File: config.mk
export PLATFORM = sky130hd
export DESIGN_NAME = averaged_hysteresis_thermostat_core
export DESIGN_NICKNAME = d
export VERILOG_FILES = /design/src/rtl/aht_pkg.sv /design/src/rtl/aht_ram.sv /design/src/rtl/aht_window.sv /design/src/rtl/aht_ctrl.sv /design/src/rtl/averaged_hysteresis_thermostat_core.sv
export VERILOG_INCLUDE_DIRS = /design/src /design/src/rtl
export SDC_FILE = /design/constraint.sdc
export NUM_CORES = 1
export LEC_CHECK = 0
export BUFFER_PORTS_ARGS = -buffer_cell sky130_fd_sc_hd__buf_2
export CAP_MARGIN = 0
export CORE_UTILIZATION = 40
export CTS_CLUSTER_SIZE = 10
export DETAILED_ROUTE_END_ITERATION = 10
export GPL_ROUTABILITY_DRIVEN = 1
export HOLD_SLACK_MARGIN = 0.02
export MAX_ROUTING_LAYER = met4
export REMOVE_ABC_BUFFERS = 1
export SKIP_CTS_REPAIR_TIMING = 1
export SYNTH_ARGS = -nofsm -noshare
export SYNTH_HDL_FRONTEND = slang
export SYNTH_SLANG_ARGS = --single-unit
File: constraint.sdc
create_clock -name clk -period 9.6 [get_ports clk]
set_input_delay 0.48 -clock clk [delete_from_list [all_inputs] [get_ports clk]]
set_output_delay 0.48 -clock clk [all_outputs]
set_load 0.02 [all_outputs]
File: src/rtl/averaged_hysteresis_thermostat_core_defines.svh
// Assertion helpers used by the thermostat window stage.
// Each one is checked on the rising edge of clk and is off while rst is high.
`ifndef AVERAGED_HYSTERESIS_THERMOSTAT_CORE_DEFINES_SVH
`define AVERAGED_HYSTERESIS_THERMOSTAT_CORE_DEFINES_SVH

// The condition holds at every clock edge.
`define AHT_ASSERT_ALWAYS(lbl, cond, msg) \
  lbl: assert property (@(posedge clk) disable iff (rst) (cond)) else $error(msg);

// The consequent holds in the same cycle as the antecedent.
`define AHT_ASSERT_IMP(lbl, ante, cons, msg) \
  lbl: assert property (@(posedge clk) disable iff (rst) (ante) |-> (cons)) else $error(msg);

// The consequent holds in the cycle after the antecedent.
`define AHT_ASSERT_NXT(lbl, ante, cons, msg) \
  lbl: assert property (@(posedge clk) disable iff (rst) (ante) |=> (cons)) else $error(msg);

`endif

File: src/rtl/aht_pkg.sv
package aht_pkg;

  localparam int WINDOW_DEFAULT = 10;
  localparam int RAW_W          = 16;
  localparam int RAW_SHIFT      = 5;
  localparam int READ_W         = RAW_W - RAW_SHIFT;
  localparam int SUM_W          = 15;
  localparam int TEMP_W         = 8;
  localparam logic [TEMP_W-1:0] TARGET_RESET = 8'd175;

  // Item handed from the window stage to the regulation stage.
  typedef struct packed {
    logic [READ_W-1:0] reading;
    logic [SUM_W-1:0]  sum;
    logic              active;
  } win_item_t;

endpackage

File: src/rtl/aht_ram.sv
module aht_ram #(
  parameter int WIDTH = 8,
  parameter int DEPTH = 16
) (
  input  logic                     clk,
  input  logic                     we,
  input  logic [$clog2(DEPTH)-1:0] waddr,
  input  logic [WIDTH-1:0]         wdata,
  input  logic                     re,
  input  logic [$clog2(DEPTH)-1:0] raddr,
  output logic [WIDTH-1:0]         rdata
);

  logic [WIDTH-1:0] mem [DEPTH];

  always_ff @(posedge clk) begin
    if (we) begin
      mem[waddr] <= wdata;
    end
    if (re) begin
      rdata <= mem[raddr];
    end
  end

endmodule

File: src/rtl/aht_window.sv
`include "averaged_hysteresis_thermostat_core_defines.svh"

module aht_window #(
  parameter int WINDOW = aht_pkg::WINDOW_DEFAULT
) (
  input  logic                          clk,
  input  logic                          rst,
  input  logic                          in_valid,
  output logic                          in_stall,
  input  logic [aht_pkg::RAW_W-1:0]     raw_word,
  input  logic                          out_free,
  output logic                          s2_v,
  output aht_pkg::win_item_t            s2
);

  localparam int PTR_W = $clog2(WINDOW);
  localparam int CNT_W = $clog2(WINDOW + 1);

  logic                          accept;
  logic                          s1_v;
  logic                          s1_adv;
  logic                          s2_free;
  logic [PTR_W-1:0]              wr_pos;
  logic [PTR_W-1:0]              s1_pos;
  logic [CNT_W-1:0]              fill_count;
  logic                          fill_done;
  logic [aht_pkg::READ_W-1:0]    s1_reading;
  logic                          s1_active;
  logic                          s1_old_valid;
  logic [WINDOW-1:0]             ent_valid;
  logic [aht_pkg::READ_W-1:0]    ram_q;
  logic [aht_pkg::READ_W-1:0]    old_val;
  logic [aht_pkg::SUM_W-1:0]     window_sum;
  logic [aht_pkg::SUM_W-1:0]     sum_next;

  // stage handshake
  assign s2_free  = !s2_v || out_free;
  assign s1_adv   = s1_v && s2_free;
  assign in_stall = s1_v && !s2_free;
  assign accept   = in_valid && !in_stall;

  assign fill_done = (fill_count == CNT_W'(WINDOW));

  // never-written entries read as zero
  assign old_val  = s1_old_valid ? ram_q : '0;
  assign sum_next = window_sum - aht_pkg::SUM_W'(old_val)
                  + aht_pkg::SUM_W'(s1_reading);

  aht_ram #(
    .WIDTH (aht_pkg::READ_W),
    .DEPTH (WINDOW)
  ) u_hist (
    .clk   (clk),
    .we    (s1_adv),
    .waddr (s1_pos),
    .wdata (s1_reading),
    .re    (accept),
    .raddr (wr_pos),
    .rdata (ram_q)
  );

  always_ff @(posedge clk) begin
    if (rst) begin
      wr_pos     <= '0;
      fill_count <= '0;
      ent_valid  <= '0;
      window_sum <= '0;
      s1_v       <= 1'b0;
      s2_v       <= 1'b0;
    end else begin
      if (accept) begin
        wr_pos <= (wr_pos == PTR_W'(WINDOW - 1)) ? '0 : wr_pos + PTR_W'(1);
        if (!fill_done) begin
          fill_count <= fill_count + CNT_W'(1);
        end
      end
      if (accept) begin
        s1_v <= 1'b1;
      end else if (s1_adv) begin
        s1_v <= 1'b0;
      end
      if (s1_adv) begin
        window_sum        <= sum_next;
        ent_valid[s1_pos] <= 1'b1;
        s2_v              <= 1'b1;
      end else if (out_free) begin
        s2_v <= 1'b0;
      end
    end
  end

  always_ff @(posedge clk) begin
    if (accept) begin
      s1_pos       <= wr_pos;
      s1_reading   <= raw_word[aht_pkg::RAW_W-1:aht_pkg::RAW_SHIFT];
      s1_active    <= fill_done;
      s1_old_valid <= ent_valid[wr_pos];
    end
    if (s1_adv) begin
      s2.reading <= s1_reading;
      s2.sum     <= sum_next;
      s2.active  <= s1_active;
    end
  end

  `AHT_ASSERT_ALWAYS(a_pos_range, wr_pos <= PTR_W'(WINDOW - 1), "write position out of range")
  `AHT_ASSERT_ALWAYS(a_fill_range, fill_count <= CNT_W'(WINDOW), "fill count past window")
  `AHT_ASSERT_IMP(a_full_valid, fill_done && !s1_v, &ent_valid, "full window has unwritten entry")
  `AHT_ASSERT_NXT(a_s1_hold, s1_v && !s2_free, s1_v && $stable(s1_pos), "stalled item lost")

endmodule

File: src/rtl/aht_ctrl.sv
module aht_ctrl #(
  parameter int WINDOW = aht_pkg::WINDOW_DEFAULT
) (
  input  logic                         clk,
  input  logic                         rst,
  input  logic                         cfg_valid,
  output logic                         cfg_ready,
  input  logic [aht_pkg::TEMP_W-1:0]   target_temp,
  input  logic                         s2_v,
  input  aht_pkg::win_item_t           s2,
  output logic                         out_free,
  output logic                         out_valid,
  input  logic                         out_stall,
  output logic [aht_pkg::READ_W-1:0]   reading,
  output logic [aht_pkg::READ_W-1:0]   average,
  output logic                         heater_on,
  output logic                         sensor_fault,
  output logic                         window_full
);

  // divide by WINDOW as multiply by a rounded-up reciprocal; exact for any 15-bit sum
  localparam int SHIFT  = aht_pkg::SUM_W + $clog2(WINDOW);
  localparam int MULT_W = SHIFT + 1;
  localparam int PROD_W = aht_pkg::SUM_W + MULT_W;
  localparam logic [MULT_W-1:0] MULT = MULT_W'(((64'd1 << SHIFT) + WINDOW - 1) / WINDOW);

  logic                        s2_adv;
  logic [aht_pkg::TEMP_W-1:0]  setpoint;
  logic                        heater_state;
  logic                        heat_next;
  logic [PROD_W-1:0]           prod;
  logic [aht_pkg::READ_W-1:0]  avg;
  logic                        fault;
  logic                        too_hot;
  logic                        too_cold;

  assign cfg_ready = 1'b1;
  assign out_free  = !out_valid || !out_stall;
  assign s2_adv    = s2_v && out_free;

  assign prod  = PROD_W'(s2.sum) * PROD_W'(MULT);
  assign avg   = prod[SHIFT +: aht_pkg::READ_W];
  assign fault = (s2.reading == '0);

  // avg > target+1 and avg < target-1, target taken as unsigned
  assign too_hot  = 12'(avg) > 12'(setpoint) + 12'd1;
  assign too_cold = 12'(avg) + 12'd1 < 12'(setpoint);

  always_comb begin
    heat_next = heater_state;
    if (s2.active) begin
      if (too_hot && heat_next) begin
        heat_next = 1'b0;
      end
      if (too_cold && !heat_next) begin
        heat_next = 1'b1;
      end
    end
    if (fault) begin
      heat_next = 1'b0;
    end
  end

  always_ff @(posedge clk) begin
    if (rst) begin
      setpoint     <= aht_pkg::TARGET_RESET;
      heater_state <= 1'b0;
      out_valid    <= 1'b0;
    end else begin
      if (cfg_valid && cfg_ready) begin
        setpoint <= target_temp;
      end
      if (s2_adv) begin
        heater_state <= heat_next;
        out_valid    <= 1'b1;
      end else if (!out_stall) begin
        out_valid <= 1'b0;
      end
    end
  end

  always_ff @(posedge clk) begin
    if (s2_adv) begin
      reading      <= s2.reading;
      average      <= avg;
      heater_on    <= heat_next;
      sensor_fault <= fault;
      window_full  <= s2.active;
    end
  end

endmodule

File: src/rtl/averaged_hysteresis_thermostat_core.sv
// Bang-bang thermostat on a moving average of converter samples. Each accepted
// raw_word is shifted right by five to whole degrees (reading); the last WINDOW
// readings live in a small history RAM (one read port, one write port, registered
// read) that starts out all zero, and a running sum of that RAM gives average =
// sum / WINDOW, truncated. Zeros from reset count in the average until the
// history has been refilled. After WINDOW earlier samples, the heater turns off
// when the average is above target+1 and on when it is below target-1, and holds
// in between. A zero reading flags sensor_fault and forces the heater off. Each
// input transfer yields exactly one output transfer, passing the s1 register, the
// s2 register and the output register; one item per cycle is taken unless a
// stalled output backs up into in_stall, with the history RAM and running sum
// read, updated and written back for each item. Reset needs no clearing pass:
// per-entry valid bits mark which history entries have been written. target_temp
// (reset 175) is written over the cfg channel, which is always ready; write it
// only while the block is idle.
module averaged_hysteresis_thermostat_core #(
  parameter int WINDOW = aht_pkg::WINDOW_DEFAULT
) (
  input  logic                         clk,
  input  logic                         rst,
  // sample input channel
  input  logic                         in_valid,
  output logic                         in_stall,
  input  logic [aht_pkg::RAW_W-1:0]    raw_word,
  // configuration write channel
  input  logic                         cfg_valid,
  output logic                         cfg_ready,
  input  logic [aht_pkg::TEMP_W-1:0]   target_temp,
  // result channel
  output logic                         out_valid,
  input  logic                         out_stall,
  output logic [aht_pkg::READ_W-1:0]   reading,
  output logic [aht_pkg::READ_W-1:0]   average,
  output logic                         heater_on,
  output logic                         sensor_fault,
  output logic                         window_full
);

  logic               s2_v;
  logic               out_free;
  aht_pkg::win_item_t s2;

  // History RAM, fill count and running sum.
  aht_window #(
    .WINDOW (WINDOW)
  ) u_window (
    .clk      (clk),
    .rst      (rst),
    .in_valid (in_valid),
    .in_stall (in_stall),
    .raw_word (raw_word),
    .out_free (out_free),
    .s2_v     (s2_v),
    .s2       (s2)
  );

  // Averaging, hysteresis, fault override and the output register.
  aht_ctrl #(
    .WINDOW (WINDOW)
  ) u_ctrl (
    .clk          (clk),
    .rst          (rst),
    .cfg_valid    (cfg_valid),
    .cfg_ready    (cfg_ready),
    .target_temp  (target_temp),
    .s2_v         (s2_v),
    .s2           (s2),
    .out_free     (out_free),
    .out_valid    (out_valid),
    .out_stall    (out_stall),
    .reading      (reading),
    .average      (average),
    .heater_on    (heater_on),
    .sensor_fault (sensor_fault),
    .window_full  (window_full)
  );

endmodule
==> results_dict.tcl <==
set metrics [dict create \
    synth_commonest_cells "190 x edfxtp_1, 170 x inv_1, 144 x ha_1" \
    cpPeakStageDelay_ps 570 \
    r2r_start "u_window.s2[15]" \
    worst_path_max_delay_cell "fa_1" \
    status "completed" \
    area_growth_pct 12.0 \
    core_mm2 0.0335 \
    grt_pass1_vias 8374 \
    yosysSeqAreaShare_pct 48.5 \
    cts.clk_slew.worst_paths_ps 50 \
    async_reset_ff_share_pct 0 \
    finalCriticalPeriod_ps 7680 \
    wl_per_cell_um 15.5 \
    hold_depth 1 \
    dieHeight_um 187 \
    critPathRequiredTime_ps 9980 \
    antennaDiodeCount 0 \
    holdWs_ps 131 \
    finalCritPeriodShare_pct 80.0 \
    clock_sinks 235 \
    yosysMostFrequentCell "edfxtp_1" \
    tritoncts "yes" \
    path_class "flip-flop to flip-flop" \
    setup_tns_ps 0 \
    cts_max_path_buffers 3 \
    critPathLaunchType "flip-flop" \
    drc 0 \
    yosys.area.top_type "edfxtp_1" \
    overflow 0 \
    synth-edff-count 190 \
    drt_iter0_drc 441 \
    synth_warnings 0 \
    ys_seq_elements 235 \
    hold_path_class "input pin to flip-flop" \
    cts_root_buffer "clkbuf_16" \
    max_freq_mhz 130 \
    worstPathArrival_ps 8060 \
    h-tree-depth 1 \
    hold_start "raw_word[15]" \
    synth_area_mm2 0.0136 \
    gp_congestion 0.840 \
    antenna_found_initial 0 \
    worst_pin_slew_ps 1210 \
    ant_nets 0 \
    drive_above_1_share_pct 11.3 \
    die_x_um 187 \
    num_vias 7911 \
    regToRegSetupSlack_ps 1920 \
    grt_pass1_wl_um 42200 \
    hold_violations 0 \
    dieArea_mm2 0.0348 \
    finalMaxSlewViolations 0 \
    drtPass1Iterations 5 \
    grt_setup_unrepaired "false" \
    wl_um 25100 \
    clock_latency_ps 530 \
    netlist_instances 1086 \
    cap_violations 0 \
    globalRouteTotalUtil_pct 15.3 \
    synthTopCellsByArea "edfxtp_1 42%, ha_1 13%, fa_1 9.7%" \
    vias_per_cell 4.89 \
    rows 67 \
    yosys.area.top_type_share_pct 41.9 \
    ys.flop_type "edfxtp_1" \
    r2r_end "u_ctrl.heater_on" \
    finish.net_count 1388 \
    finClkSkew_ps 11.7 \
    path_max_fanout 4 \
    slew_headroom_pct 19.2 \
    dp_hpwl_um 18500 \
    syn_avg_cell_area_um2 12.5 \
    synth.distinct_cells 61 \
    io_buffers 50 \
    reg2reg_depth 30 \
    setup_viol 0 \
    grt_max_degree 45 \
    start_util_pct 40.6 \
    cts_inserted_buffers 28 \
    pin_count 57 \
    holdPathEnd "u_window.s1_reading[10]" \
    end_kind "flip-flop" \
]
[placed cells by master, fill, tap and decap left out, drive strengths merged, types with 17 or more instances in the layout]
| cell | n |
|---|---|
| nor2 | 54 |
| mux4 | 24 |
| clkbuf | 49 |
| buf | 57 |
| o21ai | 19 |
| xnor2 | 32 |
| nor2b | 19 |
| fa | 66 |
| a21oi | 56 |
| ha | 144 |
| dfxtp | 45 |
| nor3 | 17 |
| edfxtp | 190 |
| inv | 170 |
| nand2 | 59 |
[how the worst max path moves through the flow]
stage,cells past startpoint,end,slack (ps),start
floorplan,31,u_ctrl.heater_state,2800,u_window.s2[14]
global placement,30,u_ctrl.heater_on,1970,u_window.s2[15]
detailed placement,30,u_ctrl.heater_state,1910,u_window.s2[15]
CTS,30,u_ctrl.heater_state,1850,u_window.s2[15]
global route,30,u_ctrl.heater_state,1360,u_window.s2[7]
finish,30,u_ctrl.heater_on,1920,u_window.s2[15]
[stage by stage]
stage | instances | utilization (%) | setup WS (ps) | instance area, µm²
2_1_floorplan | 1062 | - | 2800 | 13500
3_3_place_gp | 1567 | 42.9 | 1970 | 14400
3_5_place_dp | 1567 | 42.9 | 1910 | 14400
4_1_cts | 1619 | 45.5 | 1850 | 15200
5_1_grt | 1619 | 45.5 | 1360 | 15200
6_report | 1619 | 45.5 | 1920 | 15200
[critical path: cells and delay by family (launching register included)]
kind	cells	cell delay, ps
fa+ha+maj	9	3680
compound gates	11	2160
simple gates	4	550
flops	1	440
xor+xnor	1	430
buf+inv	5	260
[registers in the layout (all words and copies together) (netlist names), 8 cells and up]
register and flops:
u_ctrl.average 11, u_ctrl.reading 11, u_ctrl.setpoint 8, u_window.ent_valid 10, u_window.s1_reading 11, u_window.s2 27
u_window.u_hist.mem 110, u_window.u_hist.rdata 11, u_window.window_sum 15
[area by class of cell]
| class | count | area [µm²] |
|---|---|---|
| clock buffers | 49 | 811 |
| clock inverters | 3 | 42.5 |
| fillers | 3122 | 18300 |
| inverters | 171 | 642 |
| multi-input cells | 656 | 6280 |
| flip-flops and latches | 235 | 6610 |
| well taps | 448 | 561 |
| repair buffers | 57 | 303 |
[cell families after synthesis]
logic type                 count (synthesis)  synth area share (%)
other                                      1                0.0275
muxes                                     40                  5.15
DFF                                      235                  48.5
buffers and inverters                    195                  5.43
xor gates and xnor gates                  47                  3.08
and+or+nand+nor                          220                  8.11
AOI/OAI and AO/OA                        138                  6.75
adders and majority gates                210                  22.9
[layer usage]
layer / global-route usage (%) / wire (µm) / part of all wire (%) / vias to the layer above
met5: - / 0 / 0 / -
met4: 3.15 / 379 / 1.5 / 0
met3: 1.88 / 779 / 3.1 / 32
met2: 26.8 / 12600 / 50 / 105
met1: 19.0 / 11400 / 45 / 3842
li1: - / - / - / 3932
Power is left out: the tool's default activity adds up to more than one toggle a clock period on the data nets, which glitch-free logic cannot reach.
